## src/assert_macros.svh

```systemverilog
// Assertion helper macros for the complex ALU.
// Included by files that carry concurrent checks; no other dependencies.
`ifndef ASSERT_MACROS_SVH
`define ASSERT_MACROS_SVH

// Clocked check with synchronous reset masking.
`define ASSERT_CLK(label, clk, rst, prop) \
   label: assert property (@(posedge clk) disable iff (rst) (prop)) \
      else $error("assertion failed");

// Two conditions that must never hold together.
`define ASSERT_NEVER_BOTH(label, clk, rst, a, b) \
   label: assert property (@(posedge clk) disable iff (rst) !((a) && (b))) \
      else $error("mutually exclusive conditions seen together");

`endif

```

## src/cna_pkg.sv

```systemverilog
// Shared types and operation codes for the complex ALU.
// No dependencies.
package cna_pkg;

   localparam int FIELD_W = 32;
   localparam int OP_W    = 4;

   typedef logic [OP_W-1:0] op_type;

   localparam op_type OP_ADD = op_type'(0);
   localparam op_type OP_SUB = op_type'(1);
   localparam op_type OP_MUL = op_type'(2);
   localparam op_type OP_DIV = op_type'(3);
   localparam op_type OP_MAG = op_type'(4);
   localparam op_type OP_LT  = op_type'(5);
   localparam op_type OP_LE  = op_type'(6);
   localparam op_type OP_GT  = op_type'(7);
   localparam op_type OP_GE  = op_type'(8);
   localparam op_type OP_EQ  = op_type'(9);
   localparam op_type OP_NE  = op_type'(10);

   // control that rides along with each item through the pipe
   typedef struct packed {
      op_type op;
      logic   neg_re;
      logic   neg_im;
      logic   huge_re;
      logic   huge_im;
      logic   dz;
      logic   cmp;
   } ctl_type;

endpackage

```

## src/cna_step.sv

```systemverilog
// One pipeline stage of the shared iteration: one restoring-divide quotient bit
// for each component and, when STEP < DW, one square-root bit. Depends on cna_pkg.
module cna_step #(
   parameter int DW   = 32,
   parameter int F    = 16,
   parameter int STEP = 0
) (
   input  logic                 clock,
   input  logic                 reset,
   input  logic                 in_valid,
   output logic                 in_ready,
   input  cna_pkg::ctl_type     in_ctl,
   input  logic [2*DW+F+DW+1:0] in_rem_re,
   input  logic [2*DW+F+DW+1:0] in_rem_im,
   input  logic [DW:0]          in_val_re,
   input  logic [DW:0]          in_val_im,
   input  logic [2*DW-1:0]      in_d,
   input  logic [2*DW-1:0]      in_srem,
   input  logic [DW-1:0]        in_root,
   output logic                 out_valid,
   input  logic                 out_ready,
   output cna_pkg::ctl_type     out_ctl,
   output logic [2*DW+F+DW+1:0] out_rem_re,
   output logic [2*DW+F+DW+1:0] out_rem_im,
   output logic [DW:0]          out_val_re,
   output logic [DW:0]          out_val_im,
   output logic [2*DW-1:0]      out_d,
   output logic [2*DW-1:0]      out_srem,
   output logic [DW-1:0]        out_root
);
   localparam int PW = 2 * DW;
   localparam int CW = PW + F + DW + 2;

   logic                 en;
   logic                 is_div;
   logic [CW-1:0]        dsh;
   logic                 ge_re, ge_im;
   logic                 v_ff;
   cna_pkg::ctl_type     ctl_ff;
   logic [CW-1:0]        rem_re_ff, rem_im_ff, rem_re_in, rem_im_in;
   logic [DW:0]          val_re_ff, val_im_ff, val_re_in, val_im_in;
   logic [PW-1:0]        d_ff, srem_ff, srem_in;
   logic [DW-1:0]        root_ff, root_in;

   assign is_div = (in_ctl.op == cna_pkg::OP_DIV);
   assign dsh    = CW'(in_d) << STEP;
   assign ge_re  = (in_rem_re >= dsh);
   assign ge_im  = (in_rem_im >= dsh);

   always_comb begin
      rem_re_in = ge_re ? (in_rem_re - dsh) : in_rem_re;
      rem_im_in = ge_im ? (in_rem_im - dsh) : in_rem_im;
      val_re_in = in_val_re;
      val_im_in = in_val_im;
      if (is_div) begin
         val_re_in[STEP] = ge_re;
         val_im_in[STEP] = ge_im;
      end
   end

   generate
      if (STEP < DW) begin : g_sqrt
         logic [PW:0] trial;
         logic        ge_sq;
         // (root + 2^b)^2 - root^2 = root*2^(b+1) + 2^(2b)
         assign trial = ((PW+1)'(in_root) << (STEP + 1)) + ((PW+1)'(1) << (2 * STEP));
         assign ge_sq = ((PW+1)'(in_srem) >= trial);
         always_comb begin
            srem_in = ge_sq ? (in_srem - trial[PW-1:0]) : in_srem;
            root_in = in_root;
            root_in[STEP] = ge_sq;
         end
      end else begin : g_no_sqrt
         always_comb begin
            srem_in = in_srem;
            root_in = in_root;
         end
      end
   endgenerate

   assign en       = !v_ff || out_ready;
   assign in_ready = en;

   always_ff @(posedge clock) begin
      if (reset) begin
         v_ff <= 1'b0;
      end else if (en) begin
         v_ff <= in_valid;
      end
   end

   always_ff @(posedge clock) begin
      if (en) begin
         ctl_ff    <= in_ctl;
         rem_re_ff <= rem_re_in;
         rem_im_ff <= rem_im_in;
         val_re_ff <= val_re_in;
         val_im_ff <= val_im_in;
         d_ff      <= in_d;
         srem_ff   <= srem_in;
         root_ff   <= root_in;
      end
   end

   assign out_valid  = v_ff;
   assign out_ctl    = ctl_ff;
   assign out_rem_re = rem_re_ff;
   assign out_rem_im = rem_im_ff;
   assign out_val_re = val_re_ff;
   assign out_val_im = val_im_ff;
   assign out_d      = d_ff;
   assign out_srem   = srem_ff;
   assign out_root   = root_ff;

endmodule

```

## config.mk

```make
export PLATFORM = sky130hd
export DESIGN_NAME = cna_step
export DESIGN_NICKNAME = d
export VERILOG_FILES = /design/src/assert_macros.svh /design/src/cna_pkg.sv /design/src/cna_step.sv
export SDC_FILE = /design/constraint.sdc
export NUM_CORES = 1
export LEC_CHECK = 0
export ABC_CLOCK_PERIOD_IN_PS = 17600
export BUFFER_PORTS_ARGS = -buffer_cell sky130_fd_sc_hd__buf_2
export CORE_AREA = 2 2 362 364
export CTS_CLUSTER_DIAMETER = 100
export DETAILED_ROUTE_END_ITERATION = 8
export DIE_AREA = 0 0 364 366
export PLACE_DENSITY = 0.41
export REMOVE_ABC_BUFFERS = 1
export SETUP_SLACK_MARGIN = 0.2
export SYNTH_ARGS = -nofsm -noshare
export SYNTH_HDL_FRONTEND = slang
export SYNTH_SLANG_ARGS = --single-unit
```

## constraint.sdc

```tcl
create_clock -name clock -period 17.6 [get_ports clock]
set_input_delay 0.88 -clock clock [delete_from_list [all_inputs] [get_ports clock]]
set_output_delay 0.88 -clock clock [all_outputs]
set_load 0.005 [all_outputs]
```

# Word level (Yosys, flattened, before mapping)
# Index checks and enable logic that the tools add are counted.
[classes] add_sub_neg=4 magnitude_cmp=3 shifts=0 eq_ne=1 mux=5 reduce_logical=2 bitwise_logic=0 div_mod_pow=0 mul=0
[ops] cell="114-bit by 64-bit greater-or-equal comparator with 1-bit output" count=2
[ops] cell="114-bit two-way mux" count=2
[ops] cell="114-bit by 64-bit subtractor with 114-bit output" count=2
[ops] cell="64-bit by 34-bit greater-or-equal comparator with 1-bit output" count=1
[ops] cell="64-bit two-way mux" count=1
[ops] cell="64-bit by 34-bit subtractor with 64-bit output" count=1
[ops] cell="33-bit by 1-bit adder with 34-bit output (second input constant)" count=1
[ops] cell="4-bit by 2-bit == test with 1-bit output (second input constant)" count=1
[ops] cell="1-bit two-way mux" count=2
[ops] cell="1-bit logical NOT" count=1
[ops] cell="1-bit logical OR" count=1
[totals] rom_bits=0 mem_count=0 elab_cells=30 ff_bits=465 in_bits=468 mem_bits_rw=0 output_inout_bits=466 latchBits=0

# Logic depth before layout (Yosys ltp)
[depth] word_depth=3 ltp_mapped=15 mapped_depth_nobuf=13

# Worst setup path before layout
# Ideal clock, no wire load.
[synth_path] path_type="in2reg" start="in out_ready" end="reg v_ff, in the netlist out_valid" path_stages=2 setup_time_ns=0.577 setup_slack_ns=4.617 t_arrival_ns=12.406 path_buffers=0 path_cell_list="nand2b_1 > a21oi_1"
[synth_via] elab_chain_len=1
[synth_rtl] item="from (decl)" line="cna_step.sv:21" rtl="input logic out_ready,"
[synth_rtl] item="1-bit logical OR" line="cna_step.sv:81" rtl="assign en = !v_ff || out_ready;"
[synth_rtl] item="to (signal assigned)" line="cna_step.sv:88" rtl="v_ff <= in_valid;"
[synth_rtl] item="to (decl)" line="cna_step.sv:38" rtl="logic v_ff;"
# Every way passes these cells.
# A chain may end at the register's enable or synchronous reset.

# Final worst setup path
[layout_path] start="in in_d[11]" end="reg rem_re_ff[110], in the netlist out_rem_re[110], data pin"
[layout_via] elab_chain_len=2
[layout_rtl] item="from (decl)" line="cna_step.sv:17" rtl="input logic [2*DW-1:0] in_d,"
[layout_rtl] item="114-bit by 64-bit subtractor with 114-bit output / 114-bit by 64-bit greater-or-equal comparator with 1-bit output (equally long branches)" line="cna_step.sv:51, cna_step.sv:47"
[layout_rtl] item="114-bit two-way mux (*)" line="cna_step.sv:51" rtl="rem_re_in = ge_re ? (in_rem_re - dsh) : in_rem_re;"
[layout_rtl] item="via rem_re_in[110]" line="cna_step.sv:40" rtl="logic [CW-1:0] rem_re_ff, rem_im_ff, rem_re_in, rem_im_in;"
[layout_rtl] item="to (signal assigned)" line="cna_step.sv:95" rtl="rem_re_ff <= rem_re_in;"
[layout_rtl] item="to (decl)" line="cna_step.sv:40"
# Mark *: on every way through the listed nets, which the timed path passes. The rest lies on a longest branch.

==> run_results.csv <==
group,metric,value,unit
status,status,"complete, no violations",
pwr,swShare,0.310,
route,vias_per_cell,4.78,
pwr,vdd_drop_max,0.0849,mV
sta,grt_setup_unrepaired,"no",
layout,utilization,0.293,
floorplanning,start_util,0.226,
synthesis,synth_area,0.0292,mm²
route,drt_iter0_markers,1940,
sta,maxSlewViolCount,0,
sta,worstMarginPinSlew,1100,ps
clocking,cts_tree,"yes",
synthesis,ys_types,88,
synthesis,yosysTopAreaCell,"edfxtp_1",
floorplanning,ios,934,
clocking,clock-sinks,465,
layout,nNetsFinal,4479,
layout,areaGrowthSynthToFinish,29.3,%
sta,fmax,171,MHz
sta,skew,24.5,ps
placed_design,port_buffers,933,
pwr,power_leakage,15.7,nW
clocking,insertion_delay,670,ps
pwr,intPower,0.00243,W
min_path,min_path_cells,2,
layout,n_fill_cell,13821,
route,drt_wl_total,143000,µm
sta,slew_headroom,0.261,
floorplanning,dieArea,0.133,mm²
critical_path,critPathRequiredTime,18010,ps
pwr,power.switching,0.00109,W
floorplanning,rows,132,
global_route,grt_pass1_vias,27186,
clocking,cts_resized,0,
pwr,combPwrFrac,0.236,
synthesis,synthTopCellsByArea,"edfxtp_1, ha_1, a21oi_1, xor2_1, nand2_1",
synthesis,async_reset_ff_frac,0,
synthesis,synthCells,2944,
sta,setup_ws,11750,ps
global_route,grt_overflow_total,0,
sta,fin_setup_tns,0,ps
clocking,cts-root-buf,"clkbuf_16",
route,wl_per_cell,25.3,µm
min_path,hp-class,"in2reg",
critical_path,critPathKind,"in2reg",
synthesis,yosysSeqAreaShare,0.478,
synthesis,ys.warnings.count,0,
critical_path,path_max_fanout,9,
route,drc,0,
pwr,seq_power_share,0.405,
clocking,postCtsSetupBuffers,0,
critical_path,end_kind,"register",
route,drtAntennaViolNets,0,
synthesis,synth_top_area_share,0.477,
pwr,powerDensity,93.4,mW/mm²
route,dr_total_vias,26977,
route,firstDrtPassIters,6,
layout,drive_above_1_share,0.279,
synthesis,synth-edff-count,464,
synthesis,ys.flop_type,"edfxtp_1",
critical_path,cp-start-kind,"primary input",
pwr,clkPwrFrac,0.359,
run,cap_violations,0,
floorplanning,core-area,0.129,mm²
global_route,antenna_found_initial,57,
pwr,total_power,0.00352,W
sta,min_period,5850,ps
clocking,cts_buffer_depth,3,
placed_design,place_ws,10900,ps
synthesis,synth-seq-cells,465,
floorplanning,fp.dieH,366,µm
placed_design,place.gp.congestion,0.889,
critical_path,critical_path_arrival,6260,ps
global_route,grt_pass1_wl,198000,µm
clocking,cts_buffers,60,
floorplanning,die_x,364,µm
sta,hold_viol_final,0,
synthesis,synth.avg_cell_area,9.92,µm²
critical_path,rr_worst_depth,4,
placed_design,dp_hpwl,119000,µm
clocking,path_clk_slew,60,ps
sta,setup_violations,0,
global_route,grtUsageTotal,0.205,
clocking,cts_htree_levels,2,
global_route,grt_max_degree,139,
sta,period_share,0.332,
clocking,cts_hold_buf,0,
[state kept, by name, indices dropped and copies added (netlist names)]
register    cells
out_d          64
out_valid       1
out_val_re     33
out_srem       64
out_rem_im    114
out_root       32
out_rem_re    114
out_val_im     33
out_ctl        10
[critical path, cell delays in order]
cell and delay, ps:
buf_2 90, inv_1 80, ha_1 460, nand4_1 250
nor4_1 800, o21ai_0 360, a311oi_1 710, o211ai_1 150
nand3_1 340, a211o_1 840, o2111ai_1 680, nor4_1 490
xor2_1 120
[metrics by stage]
| step | std cells | instance area (µm²) | hold slack (ps) |
|---|---|---|---|
| final | 5639 | 37800 | 362 |
| after global routing | 5638 | 37800 | 318 |
| after CTS | 5635 | 37800 | 290 |
| after detailed placement | 5527 | 35800 | 919 |
| after global placement | 5527 | 35800 | 923 |
| after floorplan | 2828 | 28700 | 949 |
[final timing paths]
check | from | to | slack [ps]
worst max register to register | out_valid | out_root[0] | 13830
worst min register to register | out_valid | out_valid | 910
worst max-delay path | in_d[11] | out_rem_re[110] | 11750
worst min-delay path | reset | out_valid | 360
[area by class of cell]
cell class / instances / area (µm²) / area share
antenna: 4 / 10.0 / 0.000265
clock buffer: 67 / 1550 / 0.0410
inverter: 139 / 522 / 0.0138
clock inverter: 41 / 428 / 0.0113
tap: 1742 / 2180 / 0.0577
multi-input combinational: 2224 / 14300 / 0.378
timing repair buffer: 957 / 4860 / 0.129
sequential: 465 / 14000 / 0.370
[cell usage after synthesis, types with 7 or more instances]
cell and number:
and3_1 15, nor2b_1 16, inv_1 138, or4_1 23, and2_1 17, nand4_1 72, nand2_1 289, o21a_1 19
a211oi_1 10, a21o_1 89, a21oi_1 283, a31oi_1 19, nor3_1 80, xor2_1 161, a2111oi_0 8, buf_2 22
nand3_1 58, nand2b_1 21, clkbuf_1 85, o21ai_1 34, nor4_1 67, o21ai_0 170, a21boi_0 9, xnor2_1 117
o211ai_1 18, nor2_1 258, edfxtp_1 464, and4_1 7, o31ai_1 17, o31a_1 7, or3_1 37, ha_1 161
o21bai_1 31
[metal layers]
layer	GRT usage	up-vias	share of wire
met5	0	-	0.0024
met1	0.243	13035	0.40
met2	0.367	962	0.50
met4	0.0448	54	0.022
li1	-	12732	-
met3	0.0552	194	0.076
[logic make-up after synthesis]
logic type                 Yosys count  synth area share
AOI/OAI and AO/OA                  778             0.164
adders and majority gates          164            0.0710
DFF                                465             0.478
buffers and inverters              255            0.0355
muxes                                5           0.00214
xor gates and xnor gates           278            0.0833
and+or+nand+nor                    999             0.166
[power by group through the flow]
stage / Clock (W) / Sequential, W / Combinational [W]
after CTS: 0.00131 / 0.00143 / 0.000840
after detailed placement: 0 / 0.00145 / 0.000834
after floorplan: 0 / 0.00148 / 0.000382
after global routing: 0.00135 / 0.00144 / 0.000907
after global placement: 0 / 0.00145 / 0.000840
final: 0.00126 / 0.00143 / 0.000832
[layout by cell type, fill, tap and decap left out, types with 117 or more instances in the layout]
cell type | netlist | layout
ha_1 | 161 | 161
o21ai_0 | 170 | 170
edfxtp_1 | 464 | 464
a21oi_1 | 283 | 283
xnor2_1 | 117 | 117
inv_1 | 138 | 138
nor2_1 | 258 | 258
xor2_1 | 161 | 161
buf_2 | 22 | 933
nand2_1 | 289 | 289
Note: power is estimated with default switching activity, not from simulation.
