$ cat config.mk
export PLATFORM = sky130hd
export DESIGN_NAME = cna_back_flat
export DESIGN_NICKNAME = d
export VERILOG_FILES = /design/src/assert_macros.svh /design/src/cna_pkg.sv /design/src/cna_rsp_if.sv /design/src/cna_back.sv /design/src/flat_wrapper.sv
export SDC_FILE = /design/constraint.sdc
export NUM_CORES = 1
export LEC_CHECK = 0
export BUFFER_PORTS_ARGS = -buffer_cell sky130_fd_sc_hd__buf_2
export CAP_MARGIN = 20
export CORE_MARGIN = 2
export CORE_UTILIZATION = 50
export CTS_BUF_LIST = sky130_fd_sc_hd__clkbuf_4 sky130_fd_sc_hd__clkbuf_8 sky130_fd_sc_hd__clkbuf_16
export DETAILED_ROUTE_END_ITERATION = 16
export GPL_TIMING_DRIVEN = 0
export PLACE_DENSITY = 0.81
export SLEW_MARGIN = 15
export SYNTH_ARGS = -nofsm -noshare
export SYNTH_HDL_FRONTEND = slang
export SYNTH_SLANG_ARGS = --single-unit
$ cat constraint.sdc
create_clock -name clock -period 4.21 [get_ports clock]
set_clock_uncertainty 0.2 [all_clocks]
set_input_delay 0.6315 -clock clock [delete_from_list [all_inputs] [get_ports clock]]
set_output_delay 0.6315 -clock clock [all_outputs]
set_load 0.01 [all_outputs]
$ cat src/assert_macros.svh
// Assertion helper macros for the complex ALU.
// Included by files that carry concurrent checks; no other dependencies.
`ifndef ASSERT_MACROS_SVH
`define ASSERT_MACROS_SVH

// Clocked check with synchronous reset masking.
`define ASSERT_CLK(label, clk, rst, prop) \
   label: assert property (@(posedge clk) disable iff (rst) (prop)) \
      else $error("assertion failed");

// Two conditions that must never hold together.
`define ASSERT_NEVER_BOTH(label, clk, rst, a, b) \
   label: assert property (@(posedge clk) disable iff (rst) !((a) && (b))) \
      else $error("mutually exclusive conditions seen together");

`endif

$ cat src/cna_pkg.sv
// Shared types and operation codes for the complex ALU.
// No dependencies.
package cna_pkg;

   localparam int FIELD_W = 32;
   localparam int OP_W    = 4;

   typedef logic [OP_W-1:0] op_type;

   localparam op_type OP_ADD = op_type'(0);
   localparam op_type OP_SUB = op_type'(1);
   localparam op_type OP_MUL = op_type'(2);
   localparam op_type OP_DIV = op_type'(3);
   localparam op_type OP_MAG = op_type'(4);
   localparam op_type OP_LT  = op_type'(5);
   localparam op_type OP_LE  = op_type'(6);
   localparam op_type OP_GT  = op_type'(7);
   localparam op_type OP_GE  = op_type'(8);
   localparam op_type OP_EQ  = op_type'(9);
   localparam op_type OP_NE  = op_type'(10);

   // control that rides along with each item through the pipe
   typedef struct packed {
      op_type op;
      logic   neg_re;
      logic   neg_im;
      logic   huge_re;
      logic   huge_im;
      logic   dz;
      logic   cmp;
   } ctl_type;

endpackage

$ cat src/cna_rsp_if.sv
// Response channel of the complex ALU: complex result, magnitude and flags.
// Depends on cna_pkg.
interface cna_rsp_if;
   logic                                valid;
   logic                                ready;
   logic signed [cna_pkg::FIELD_W-1:0]  res_re;
   logic signed [cna_pkg::FIELD_W-1:0]  res_im;
   logic [cna_pkg::FIELD_W-1:0]         magnitude;
   logic                                compare_true;
   logic                                divide_by_zero;
   logic                                saturated;

   modport source (output valid, res_re, res_im, magnitude, compare_true,
                   divide_by_zero, saturated, input ready);
   modport sink   (input valid, res_re, res_im, magnitude, compare_true,
                   divide_by_zero, saturated, output ready);
endinterface

$ cat src/cna_back.sv
// Output stage of the complex ALU: saturation, result selection per operation
// and the response register. Depends on cna_pkg, cna_rsp_if.
module cna_back #(
   parameter int DW = 32
) (
   input  logic             clock,
   input  logic             reset,
   input  logic             in_valid,
   output logic             in_ready,
   input  cna_pkg::ctl_type in_ctl,
   input  logic [DW:0]      in_val_re,
   input  logic [DW:0]      in_val_im,
   input  logic [DW-1:0]    in_root,
   cna_rsp_if.source        rsp
);
   localparam logic [DW:0] POS_MAX = (DW+1)'((64'd1 << (DW - 1)) - 64'd1);
   localparam logic [DW:0] NEG_MAX = (DW+1)'(64'd1 << (DW - 1));

   // returns {clamped, value}
   function automatic logic [DW:0] clamp(input logic neg, input logic huge,
                                         input logic [DW:0] v);
      logic [DW:0] nv;
      logic        sat;
      logic [DW-1:0] r;
      nv = -v;
      if (!neg) begin
         sat = huge || (v > POS_MAX);
         r   = sat ? POS_MAX[DW-1:0] : v[DW-1:0];
      end else begin
         sat = huge || (v > NEG_MAX);
         r   = sat ? NEG_MAX[DW-1:0] : nv[DW-1:0];
      end
      return {sat, r};
   endfunction

   logic                          en;
   logic [DW:0]                   c_re, c_im;
   logic                          v_ff;
   logic signed [cna_pkg::FIELD_W-1:0] res_re_ff, res_im_ff, res_re_in, res_im_in;
   logic [cna_pkg::FIELD_W-1:0]   mag_ff, mag_in;
   logic                          cmp_ff, cmp_in, dz_ff, dz_in, sat_ff, sat_in;

   assign c_re = clamp(in_ctl.neg_re, in_ctl.huge_re, in_val_re);
   assign c_im = clamp(in_ctl.neg_im, in_ctl.huge_im, in_val_im);

   always_comb begin
      res_re_in = '0;
      res_im_in = '0;
      mag_in    = '0;
      cmp_in    = 1'b0;
      dz_in     = 1'b0;
      sat_in    = 1'b0;
      unique case (in_ctl.op)
         cna_pkg::OP_ADD, cna_pkg::OP_SUB, cna_pkg::OP_MUL, cna_pkg::OP_DIV: begin
            if (in_ctl.op == cna_pkg::OP_DIV && in_ctl.dz) begin
               dz_in = 1'b1;
            end else begin
               res_re_in = cna_pkg::FIELD_W'($signed(c_re[DW-1:0]));
               res_im_in = cna_pkg::FIELD_W'($signed(c_im[DW-1:0]));
               sat_in    = c_re[DW] | c_im[DW];
            end
         end
         cna_pkg::OP_MAG: begin
            mag_in = cna_pkg::FIELD_W'(in_root);
         end
         cna_pkg::OP_LT, cna_pkg::OP_LE, cna_pkg::OP_GT, cna_pkg::OP_GE,
         cna_pkg::OP_EQ, cna_pkg::OP_NE: begin
            cmp_in = in_ctl.cmp;
         end
         default: begin
            cmp_in = 1'b0;
         end
      endcase
   end

   assign en       = !v_ff || rsp.ready;
   assign in_ready = en;

   always_ff @(posedge clock) begin
      if (reset) begin
         v_ff <= 1'b0;
      end else if (en) begin
         v_ff <= in_valid;
      end
   end

   always_ff @(posedge clock) begin
      if (en) begin
         res_re_ff <= res_re_in;
         res_im_ff <= res_im_in;
         mag_ff    <= mag_in;
         cmp_ff    <= cmp_in;
         dz_ff     <= dz_in;
         sat_ff    <= sat_in;
      end
   end

   assign rsp.valid          = v_ff;
   assign rsp.res_re         = res_re_ff;
   assign rsp.res_im         = res_im_ff;
   assign rsp.magnitude      = mag_ff;
   assign rsp.compare_true   = cmp_ff;
   assign rsp.divide_by_zero = dz_ff;
   assign rsp.saturated      = sat_ff;

endmodule

$ cat src/flat_wrapper.sv
// flat-port wrapper written by rule: the top's interface ports become plain ports
module cna_back_flat 
#(
   parameter int DW = 32
)
  (clock, reset, in_valid, in_ready, in_ctl, in_val_re, in_val_im, in_root, rsp_valid, rsp_res_re, rsp_res_im, rsp_magnitude, rsp_compare_true, rsp_divide_by_zero, rsp_saturated, rsp_ready);
  cna_rsp_if rsp_i ();
  input  logic clock;
  input  logic reset;
  input  logic in_valid;
  output logic in_ready;
  input  cna_pkg::ctl_type in_ctl;
  input  logic [DW:0] in_val_re;
  input  logic [DW:0] in_val_im;
  input  logic [DW-1:0] in_root;
  output wire logic [$bits(rsp_i.valid)-1:0] rsp_valid;
  output wire logic [$bits(rsp_i.res_re)-1:0] rsp_res_re;
  output wire logic [$bits(rsp_i.res_im)-1:0] rsp_res_im;
  output wire logic [$bits(rsp_i.magnitude)-1:0] rsp_magnitude;
  output wire logic [$bits(rsp_i.compare_true)-1:0] rsp_compare_true;
  output wire logic [$bits(rsp_i.divide_by_zero)-1:0] rsp_divide_by_zero;
  output wire logic [$bits(rsp_i.saturated)-1:0] rsp_saturated;
  input wire logic [$bits(rsp_i.ready)-1:0] rsp_ready;
  assign rsp_valid = rsp_i.valid;
  assign rsp_res_re = rsp_i.res_re;
  assign rsp_res_im = rsp_i.res_im;
  assign rsp_magnitude = rsp_i.magnitude;
  assign rsp_compare_true = rsp_i.compare_true;
  assign rsp_divide_by_zero = rsp_i.divide_by_zero;
  assign rsp_saturated = rsp_i.saturated;
  assign rsp_i.ready = rsp_ready;
  cna_back #(.DW(DW)) u_core (.clock(clock), .reset(reset), .in_valid(in_valid), .in_ready(in_ready), .in_ctl(in_ctl), .in_val_re(in_val_re), .in_val_im(in_val_im), .in_root(in_root), .rsp(rsp_i));
endmodule
== After elaboration in Yosys (flattened, before gate mapping) ==
Index checks and enable logic that the tools add are counted.

* Input port bits: 112
* Output and inout port bits: 101
* Flip-flop bits (word level): 100
* Logic and storage cells: 45

* Order comparisons: 4
* Bitwise gates (word level): 2
* Reduce and logical (&&, ||, !) cells: 11
* Add/sub/neg operators: 2
* Equality and inequality tests: 10
* Muxes and demuxes: 9

{| class="wikitable"
|+ Operators by type and width
! kind !! count
|-
| 32-bit 2-to-1 mux || 6
|-
| 33-bit by 31-bit > comparator with 1-bit output (second input constant) || 2
|-
| 33-bit by 32-bit > comparator with 1-bit output (second input constant) || 2
|-
| 32-bit negator || 2
|-
| 4-bit by 3-bit equality test with 1-bit output (second input constant) || 4
|-
| 4-bit equality test (second input constant) || 3
|-
| 4-bit by 2-bit equality test with 1-bit output (second input constant) || 2
|-
| 6-bit OR reduction || 1
|-
| 1-bit logical OR || 5
|-
| 4-bit by 1-bit equality test with 1-bit output (second input constant) || 1
|-
| 4-bit logical NOT || 1
|-
| 4-bit OR reduction || 1
|-
| 1-bit 2-to-1 mux || 3
|-
| 2-bit OR reduction || 1
|-
| 1-bit logical AND || 1
|-
| 1-bit logical NOT || 1
|-
| 1-bit NOT || 1
|-
| 1-bit bitwise OR || 1
|}

== Depth between registers and ports, before layout ==
Gate-level depths: netlist (run 1).

* Depth in word-level cells: 4
* Mapped depth: 9
* Gate-level depth less buffers: 8

== Worst setup path after synthesis (run 1) ==
Ideal clock, no wire load.

* Path type: input port to output port
* Start: input port rsp_ready
* End: output port in_ready
* Slack: 0.257 ns
* Path buffers: 0
* Stages on the path: 1
* Data arrival time: 3.121 ns
* Data required time: 3.378 ns
* Cell sequence: nand2b_1

* Longest elaborated chain between the ends: 1

{| class="wikitable"
|+ Ends and longest elaborated chain
! item !! line !! source
|-
| start: declaration || flat_wrapper.sv:23 || <nowiki>input wire logic [$bits(rsp_i.ready)-1:0] rsp_ready;</nowiki>
|-
| 1-bit logical OR || cna_back.sv:76 || <nowiki>assign en = !v_ff || rsp.ready;</nowiki>
|-
| end: declaration || flat_wrapper.sv:11 || <nowiki>output logic in_ready;</nowiki>
|}

No other way between the ends.

== Worst setup path after layout (run 1) ==
* Start: input port in_val_im[3]
* End: register u_core.res_im_ff, in the netlist u_core.rsp.res_im[16] (data pin)

* Longest elaborated chain between the ends: 4
* Elaborated cells between the ends (all ways): 8
* Those cells by class: add/sub (1); order compare (2); mux (3); reduce/logical (2)

{| class="wikitable"
|+ Ends and longest elaborated chain
! item !! line !! source
|-
| start: declaration || flat_wrapper.sv:14 || <nowiki>input logic [DW:0] in_val_im;</nowiki>
|-
| 33-bit by 31-bit > comparator with 1-bit output or 33-bit by 32-bit > comparator with 1-bit output (tied branches) || cna_back.sv:27, cna_back.sv:30 ||
|-
| 1-bit logical OR (on tied branches) || cna_back.sv:27, cna_back.sv:30 ||
|-
| 32-bit 2-to-1 mux (on tied branches) || cna_back.sv:28, cna_back.sv:31 ||
|-
| 32-bit 2-to-1 mux (*) || cna_back.sv:26 || <nowiki>if (!neg) begin</nowiki>
|-
| end signal: assignment || cna_back.sv:90 || <nowiki>res_im_ff <= res_im_in;</nowiki>
|-
| end: declaration || cna_back.sv:39 || <nowiki>logic signed [cna_pkg::FIELD_W-1:0] res_re_ff, res_im_ff, res_re_in, res_im_in;</nowiki>
|}

Mark *: on every way between the ends. The rest lies on a longest branch, timed or not.
A chain may end at the register's enable or synchronous reset.

==> flow_summary.html, run 1 <==
<table>
<tr><th>Metric</th><th>Value</th></tr>
<tr><th colspan="2">Run status</th></tr>
<tr><td>Result of the run</td><td>finished, final reports clean</td></tr>
<tr><th colspan="2">Timing</th></tr>
<tr><td>Post-layout worst setup margin</td><td>866.6 ps</td></tr>
<tr><td>Hold Fails Final Rpt</td><td>0</td></tr>
<tr><td>Number of max-slew violations in the final report</td><td>0</td></tr>
<tr><td>Final Critical Period</td><td>about 3300 ps</td></tr>
<tr><td>Max Clk Rate</td><td>299.1 MHz</td></tr>
<tr><td>Slew headroom</td><td>41.06%</td></tr>
<tr><td>RSZ-0062 raised after global routing</td><td>no</td></tr>
<tr><td>Final setup fails</td><td>0</td></tr>
<tr><td>Final-layout setup total negative slack</td><td>0 ps</td></tr>
<tr><td>Worst Hold Margin</td><td>233.4 ps</td></tr>
<tr><td>Final cycle utilization of the critical path</td><td>79.42%</td></tr>
<tr><td>Transition at the pin with the smallest max-transition slack</td><td>878.8 ps</td></tr>
<tr><th colspan="2">Drt</th></tr>
<tr><td>Vias/cell</td><td>between 6 and 7</td></tr>
<tr><td>Vias after detailed routing</td><td>roughly 6000</td></tr>
<tr><td>Total DRC errors in the routed layout</td><td>0</td></tr>
<tr><td>Detail Route Antenna Nets</td><td>0</td></tr>
<tr><td>Detailed Route WL</td><td>between 15 and 20 mm</td></tr>
<tr><td>Per-cell routed wire length</td><td>20.81 um</td></tr>
<tr><td>Number of violations reported at the end of detailed-routing iteration 0</td><td>624</td></tr>
<tr><td>Length of the first detailed-routing pass in iterations</td><td>5</td></tr>
<tr><th colspan="2">Synth</th></tr>
<tr><td>Mapped cell area</td><td>0.005829 mm^2</td></tr>
<tr><td>Async set-or-reset flop fraction in the synthesized netlist</td><td>0%</td></tr>
<tr><td>Top cell type's share of synthesized area</td><td>51.00%</td></tr>
<tr><td>Synthesis-stage register bit count</td><td>100</td></tr>
<tr><td>Share of the yosys chip area belonging to registers</td><td>about 50%</td></tr>
<tr><td>Count leader, synth</td><td>edfxtp_1</td></tr>
<tr><td>Yosys Warn Count</td><td>0</td></tr>
<tr><td>Average instance area after synthesis</td><td>10.07 um^2</td></tr>
<tr><td>Most numerous cell types in the synthesized netlist</td><td>edfxtp_1 (99), o21ai_0 (42), nand2_1 (41), nor2_1 (40), nor3_1 (38)</td></tr>
<tr><td>Cell taking the most area after synthesis</td><td>edfxtp_1</td></tr>
<tr><td>Yosys cell types</td><td>between 50 and 60</td></tr>
<tr><td>Number of enable flip-flop cells after synthesis</td><td>99</td></tr>
<tr><td>Most used flip-flop cell after synthesis</td><td>edfxtp_1</td></tr>
<tr><td>Number of nets in the synthesized netlist</td><td>695</td></tr>
<tr><td>Ranking of synthesized cells by area</td><td>edfxtp_1 (51%), and2_1 (4.0%), o21ai_0 (3.6%)</td></tr>
<tr><td>Synth Instances</td><td>a little under 600</td></tr>
<tr><th colspan="2">GRT</th></tr>
<tr><td>Total congestion overflow after global routing</td><td>0</td></tr>
<tr><td>Maximum number of pins on one net before global-route repair</td><td>63</td></tr>
<tr><td>Number of global-route vias before repair</td><td>5594</td></tr>
<tr><td>Antenna violations before repair</td><td>0</td></tr>
<tr><td>Global-route wire length before repair</td><td>30.39 mm</td></tr>
<tr><td>Overall global routing resource usage</td><td>30.88%</td></tr>
<tr><th colspan="2">Setup path</th></tr>
<tr><td>CP startpoint kind</td><td>input pin</td></tr>
<tr><td>Cells along the critical path</td><td>buf_2 &gt; nor3_1 &gt; and4_1 &gt; nand4_1 &gt; a21o_1 &gt; clkbuf_1 &gt; o311ai_0</td></tr>
<tr><td>Largest driver fanout on the critical path</td><td>10</td></tr>
<tr><td>Slowest cell on the critical path</td><td>o311ai_0</td></tr>
<tr><td>Arrival time of the worst setup path</td><td>3200 ps</td></tr>
<tr><td>Biggest cell delay along the critical path</td><td>630 ps</td></tr>
<tr><td>Critical path required time</td><td>about 4000 ps</td></tr>
<tr><td>Type of element capturing the critical path</td><td>register</td></tr>
<tr><td>Crit Path Category</td><td>in -&gt; reg</td></tr>
<tr><th colspan="2">Clock tree</th></tr>
<tr><td>TritonCTS Sinks</td><td>100</td></tr>
<tr><td>Worst-skew pair later-pin latency</td><td>340 ps</td></tr>
<tr><td>Clock tree from TritonCTS</td><td>yes</td></tr>
<tr><td>Reg clk slew, reported paths</td><td>70 ps</td></tr>
<tr><td># hold bufs at CTS</td><td>0</td></tr>
<tr><td>Total setup buffers inserted after CTS</td><td>0</td></tr>
<tr><td>Clock buffers created by TritonCTS</td><td>9</td></tr>
<tr><td>Clock buffer depth</td><td>2</td></tr>
<tr><td>Total number of H-tree levels</td><td>3</td></tr>
<tr><td>Clock Root Buffer</td><td>clkbuf_16</td></tr>
<tr><td>Number of gates resized after cts</td><td>0</td></tr>
<tr><th colspan="2">Min path</th></tr>
<tr><td>Class of the worst hold path</td><td>in -&gt; reg</td></tr>
<tr><th colspan="2">Floorplan</th></tr>
<tr><td>Die Span Y</td><td>112.0 um</td></tr>
<tr><td># IOs</td><td>213</td></tr>
<tr><td>Initial standard-cell utilization of the core</td><td>51.05%</td></tr>
<tr><td>Floorplan die area</td><td>0.01254 mm^2</td></tr>
<tr><td>Core area</td><td>between 0.01 and 0.015 mm^2</td></tr>
<tr><td>Width of the chip</td><td>112.0 um</td></tr>
<tr><td>Number of cell rows</td><td>39</td></tr>
<tr><th colspan="2">Placed design</th></tr>
<tr><td>DP Worst Slack</td><td>632.4 ps</td></tr>
<tr><td>Port Buf Inserts</td><td>between 200 and 250</td></tr>
<tr><td>Placer congestion estimate</td><td>0.9671</td></tr>
<tr><td>Post-placement cell area</td><td>0.007096 mm^2</td></tr>
<tr><td>Post-detail-place hpwl</td><td>14.88 mm</td></tr>
<tr><th colspan="2">Flow run</th></tr>
<tr><td>Maxcap violations</td><td>0</td></tr>
<tr><th colspan="2">Cells and area</th></tr>
<tr><td>Filler Cell Count</td><td>951</td></tr>
<tr><td>Layout cells sized above 1</td><td>29.69%</td></tr>
<tr><td>Net count of the finished layout</td><td>916</td></tr>
<tr><td>Area growth, synth to finish</td><td>26.79%</td></tr>
<tr><td>Antenna cell count</td><td>0</td></tr>
<tr><td>Cell area after layout</td><td>around 0.0074 mm^2</td></tr>
<tr><th colspan="2">Pwr</th></tr>
<tr><td>Power per cell area</td><td>327.9 mW/mm^2</td></tr>
<tr><td>Static leakage</td><td>3.079 nW</td></tr>
<tr><td>Peak supply drop</td><td>0.0001847 V</td></tr>
</table>
==> flip-flops by register name, summed over array words and instances, names as in the netlist <==
| signal | cells |
|---|---|
| u_core.rsp.magnitude | 32 |
| u_core.rsp.res_im | 32 |
| u_core.rsp.res_re | 32 |
| u_core.rsp.compare_true | 1 |
| u_core.rsp.divide_by_zero | 1 |
| u_core.rsp.saturated | 1 |
| u_core.rsp.valid | 1 |
==> power by group <==
part           switching, W  total [W]  internal (W)
combinational      0.000249   0.000391      0.000142
sequential        0.0000202    0.00120       0.00117
clock              0.000407   0.000837      0.000430
total              0.000677    0.00242       0.00175
==> placed cells by master, fill, tap and decap left out, types with 7 or more instances in the layout <==
| cell type | instances |
|---|---|
| xor2_1 | 7 |
| or4_1 | 8 |
| edfxtp_1 | 99 |
| nand4_1 | 23 |
| clkbuf_16 | 9 |
| nor3_1 | 38 |
| inv_1 | 15 |
| o311ai_0 | 11 |
| nand2_1 | 41 |
| buf_2 | 210 |
| nor4_1 | 17 |
| clkbuf_1 | 22 |
| o211ai_1 | 11 |
| a21oi_1 | 19 |
| o21ai_0 | 42 |
| and2_1 | 37 |
| a31oi_1 | 7 |
| a21boi_0 | 7 |
| o311ai_1 | 9 |
| nor2_1 | 40 |
| or3_1 | 17 |
| nand3_1 | 20 |
==> critical path: cells and delay by family <==
| family | cells | cell delay (ps) |
|---|---|---|
| simple gates | 3 | 1140 |
| buf+inv | 2 | 450 |
| compound gates | 2 | 970 |
==> final timing paths <==
| path | start | end | slack, ps | cells past startpoint |
|---|---|---|---|---|
| setup reg to reg | u_core.rsp.valid | u_core.rsp.res_im[24] | 2530 | 2 |
| setup / recovery | in_val_im[3] | u_core.rsp.res_im[16] | 870 | 7 |
| hold reg to reg | u_core.rsp.valid | u_core.rsp.valid | 730 | 2 |
| hold / removal | reset | u_core.rsp.valid | 230 | 2 |
==> cells by family after synthesis <==
kind of cell    after synthesis  share of synthesized area [%]
simple gates                271                          25.22
buf+inv                      43                          3.048
xor+xnor                      9                          1.352
compound gates              151                          18.01
flops                       100                          51.34
mux                           1                         0.1717
fa+ha+maj                     4                         0.8586
==> stage by stage <==
step / util [%] / total power, W / cells
2_1_floorplan: - / 0.001388 / 579
3_3_place_gp: 61.78 / 0.001598 / 931
3_5_place_dp: 62.14 / 0.001602 / 932
4_1_cts: 64.73 / 0.002426 / 948
5_1_grt: 64.73 / 0.002505 / 948
6_report: 64.73 / 0.002423 / 948
==> metal layers <==
metal	track usage (%)	share of wire, %
met5	0	0
met4	10.08	2.5
met3	5.770	9.9
met2	48.77	46
met1	43.47	42
==> layout make-up <==
class | count | area [um^2] | share of cell area (%)
multi-input combinational | 436 | 2673 | 36.16
buffer | 28 | 121.4 | 1.642
clock buffer | 10 | 239.0 | 3.233
inverter | 15 | 56.30 | 0.7618
tap | 143 | 178.9 | 2.421
timing repair buffer | 210 | 1074 | 14.53
sequential | 100 | 2993 | 40.49
clock inverter | 6 | 56.30 | 0.7618
No activity file was read; power rests on OpenSTA's default activity.
==> run 2, diff against run 1 <==
- clock period: 4.21 -> 3.29 ns (I/O delays scaled with it)
==> run 2 against run 1 <==
  * First-iteration DRC count shrank 5.9%
  * Register-to-register slack lost 940 ps
  * Die area is the same
  * Wire length shrank 1.6%
==> flow_summary.html, run 2 (same netlist as run 1, synthesis figures left out) <==
<table>
<tr><th>Metric</th><th>Value</th></tr>
<tr><th colspan="2">Setup path</th></tr>
<tr><td>CP startpoint kind</td><td>input pin</td></tr>
<tr><td>Startpoint of the worst register-to-register path</td><td>u_core.rsp.valid</td></tr>
<tr><td>Worst reg-to-reg path cell count</td><td>2 (unchanged)</td></tr>
<tr><td>Destination of the worst register-to-register timing path</td><td>u_core.rsp.magnitude[30]</td></tr>
<tr><td>Largest driver fanout on the critical path</td><td>10 (unchanged)</td></tr>
<tr><td>Crit Path Category</td><td>in -&gt; reg</td></tr>
<tr><td>Type of element capturing the critical path</td><td>register</td></tr>
<tr><td>Arrival time of the worst setup path</td><td>2950 ps (-250 ps)</td></tr>
<tr><td>Register-to-Register Setup Slack</td><td>1590 ps (-940 ps)</td></tr>
<tr><td>Critical path required time</td><td>3220 ps (-850 ps)</td></tr>
<tr><th colspan="2">Timing</th></tr>
<tr><td>Transition at the pin with the smallest max-transition slack</td><td>900.7 ps (+21.93 ps)</td></tr>
<tr><td>Hold Fails Final Rpt</td><td>0 (unchanged)</td></tr>
<tr><td>Number of max-slew violations in the final report</td><td>0 (unchanged)</td></tr>
<tr><td>Slew headroom</td><td>39.95% (-1.1 points)</td></tr>
<tr><td>RSZ-0062 raised after global routing</td><td>no</td></tr>
<tr><td>Final Critical Period</td><td>3025 ps</td></tr>
<tr><td>Max Clk Rate</td><td>330.6 MHz</td></tr>
<tr><td>Final cycle utilization of the critical path</td><td>91.94%</td></tr>
<tr><td>Final setup fails</td><td>0 (unchanged)</td></tr>
<tr><th colspan="2">Floorplan</th></tr>
<tr><td>Initial standard-cell utilization of the core</td><td>51.05% (unchanged)</td></tr>
<tr><td>Die Span Y</td><td>112.0 um (unchanged)</td></tr>
<tr><td>Core area</td><td>0.01142 mm^2 (unchanged)</td></tr>
<tr><td># IOs</td><td>213 (unchanged)</td></tr>
<tr><td>Floorplan die area</td><td>0.01254 mm^2 (unchanged)</td></tr>
<tr><td>Number of cell rows</td><td>39 (unchanged)</td></tr>
<tr><td>Width of the chip</td><td>112.0 um (unchanged)</td></tr>
<tr><th colspan="2">Min path</th></tr>
<tr><td>Beginning of the worst hold path</td><td>reset</td></tr>
<tr><td>WHS Path Cells</td><td>2 (unchanged)</td></tr>
<tr><td>Worst Hold Path EP</td><td>u_core.rsp.valid</td></tr>
<tr><td>Class of the worst hold path</td><td>in -&gt; reg</td></tr>
<tr><th colspan="2">GRT</th></tr>
<tr><td>Total congestion overflow after global routing</td><td>0 (unchanged)</td></tr>
<tr><td>Global-route wire length before repair</td><td>29.84 mm (-1.8%)</td></tr>
<tr><td>Antenna violations before repair</td><td>0 (unchanged)</td></tr>
<tr><td>Overall global routing resource usage</td><td>30.32% (-0.56 points)</td></tr>
<tr><td>Maximum number of pins on one net before global-route repair</td><td>62 (-1.6%)</td></tr>
<tr><td>Number of global-route vias before repair</td><td>5510 (-1.5%)</td></tr>
<tr><th colspan="2">Drt</th></tr>
<tr><td>Total DRC errors in the routed layout</td><td>0 (unchanged)</td></tr>
<tr><td>Number of violations reported at the end of detailed-routing iteration 0</td><td>587 (-5.9%)</td></tr>
<tr><td>Vias/cell</td><td>6.283 (-0.48%)</td></tr>
<tr><td>Per-cell routed wire length</td><td>20.46 um (-1.6%)</td></tr>
<tr><td>Detailed Route WL</td><td>19.40 mm (-1.6%)</td></tr>
<tr><td>Length of the first detailed-routing pass in iterations</td><td>6 (+1)</td></tr>
<tr><td>Vias after detailed routing</td><td>5956 (-0.48%)</td></tr>
<tr><td>Detail Route Antenna Nets</td><td>0 (unchanged)</td></tr>
<tr><th colspan="2">Clock tree</th></tr>
<tr><td>TritonCTS Sinks</td><td>100 (unchanged)</td></tr>
<tr><td># hold bufs at CTS</td><td>0 (unchanged)</td></tr>
<tr><td>Clock tree from TritonCTS</td><td>yes</td></tr>
<tr><td>Clock buffer depth</td><td>2 (unchanged)</td></tr>
<tr><td>Clock buffers created by TritonCTS</td><td>9 (unchanged)</td></tr>
<tr><td>Total number of H-tree levels</td><td>3 (unchanged)</td></tr>
<tr><td>Reg clk slew, reported paths</td><td>70 ps (about the same)</td></tr>
<tr><td>Total setup buffers inserted after CTS</td><td>0 (unchanged)</td></tr>
<tr><td>Worst-skew pair later-pin latency</td><td>340 ps (about the same)</td></tr>
<tr><td>Clock Root Buffer</td><td>clkbuf_16</td></tr>
<tr><th colspan="2">Run status</th></tr>
<tr><td>Result of the run</td><td>finished, final reports clean</td></tr>
<tr><th colspan="2">Cells and area</th></tr>
<tr><td>Final standard cell count with taps included and fillers excluded</td><td>948 (unchanged)</td></tr>
<tr><td>Commonest non-fill, non-tap cells in the layout</td><td>buf_2 (210), edfxtp_1 (99), o21ai_0 (42), nand2_1 (41), nor2_1 (40)</td></tr>
<tr><td>Area growth, synth to finish</td><td>27.19%</td></tr>
<tr><td>Most frequent standard cell in the layout excluding fill and tap cells</td><td>buf_2</td></tr>
<tr><td>Antenna cell count</td><td>0 (unchanged)</td></tr>
<tr><td>Final design utilization</td><td>64.94% (+0.21 points)</td></tr>
<tr><td>Net count of the finished layout</td><td>916 (unchanged)</td></tr>
<tr><td>Layout cells sized above 1</td><td>29.94% (+0.25 points)</td></tr>
<tr><th colspan="2">Placed design</th></tr>
<tr><td>Post-detail-place hpwl</td><td>14.62 mm (-1.7%)</td></tr>
<tr><td>Placed Cells incl. Taps</td><td>932 (unchanged)</td></tr>
<tr><td>Port Buf Inserts</td><td>209 (unchanged)</td></tr>
<tr><td>Placer congestion estimate</td><td>0.9630 (-0.42%)</td></tr>
<tr><th colspan="2">Flow run</th></tr>
<tr><td>Maxcap violations</td><td>0 (unchanged)</td></tr>
<tr><th colspan="2">Pwr</th></tr>
<tr><td>Peak supply drop</td><td>0.0003053 V (+65%)</td></tr>
<tr><td>Static leakage</td><td>3.087 nW (+0.26%)</td></tr>
<tr><td>Power per cell area</td><td>423.2 mW/mm^2 (+29%)</td></tr>
</table>
## run 2: cell count changes in the layout (fill, tap and decap cells not counted), sizes merged
cell,previous run,this run
bufinv,0,1
clkinv,3,2
## run 2: how the worst max path moves through the flow
stage	from	endpoint	slack, ps	cells after the start
CTS	in_val_re[7]	u_core.rsp.res_re[13]	260	9
detailed placement	in_val_re[7]	u_core.rsp.res_re[13]	-90	9
global route	in_val_im[8]	u_core.rsp.res_im[16]	80	7
floorplan	in_val_re[7]	u_core.rsp.res_re[18]	460	8
global placement	in_ctl[7]	u_core.rsp.res_im[18]	-320	6
finish	in_val_re[7]	u_core.rsp.res_re[13]	270	9
## run 2: metrics by stage
stage	hold WS (ps)	total power, W	cell area (um^2)	setup WS [ps]	TNS [ps]
final	107.8	0.003138	7415	265.2	0
after global routing	99.02	0.003247	7415	75.48	0
after CTS	95.59	0.003144	7403	264.2	0
after detailed placement	465.6	0.002049	7096	-91.95	-203.1
after global placement	448.0	0.002039	7057	-316.8	-3864
after floorplan	362.6	0.001773	5832	460.9	0
## run 2: what timing repair did
| action | 4_1_cts | 5_1_grt |
|---|---|---|
| endpoints found under the hold margin | 0 | 0 |
| setup endpoints to repair | 0 | 1 |
| gates resized for setup | 0 | 2 |
## run 2: final cells by class
type | count | area, um^2
buffer | 28 | 121.4
clock buffer | 10 | 239.0
clock inverter | 6 | 68.82
fill | 947 | 4004
inverter | 15 | 56.30
multi-input combinational | 436 | 2684
sequential | 100 | 2993
tap | 143 | 178.9
timing repair buffer | 210 | 1074
## run 2: critical path, cell delays in order
cell and delay (ps):
buf_2 120, or4_1 500, buf_2 180, nor4_4 510, a31oi_4 220, or2_1 280
buf_6 150, buf_6 150, o311ai_1 350
## run 2: metal layers
metal | global-route usage (%) | share of wire, % | vias to the layer above
li1 | - | - | 2727
met1 | 43.37 | 41 | 2752
met2 | 45.58 | 45 | 434
met3 | 6.696 | 11 | 43
met4 | 11.38 | 2.2 | 0
met5 | 0 | 0 | -
## run 2: power breakdown
part | total, W | switching [W] | internal [W]
registers | 0.00153 | 0.0000260 | 0.00150
logic | 0.000501 | 0.000319 | 0.000182
clock network | 0.00111 | 0.000491 | 0.000617
total | 0.00314 | 0.000835 | 0.00230
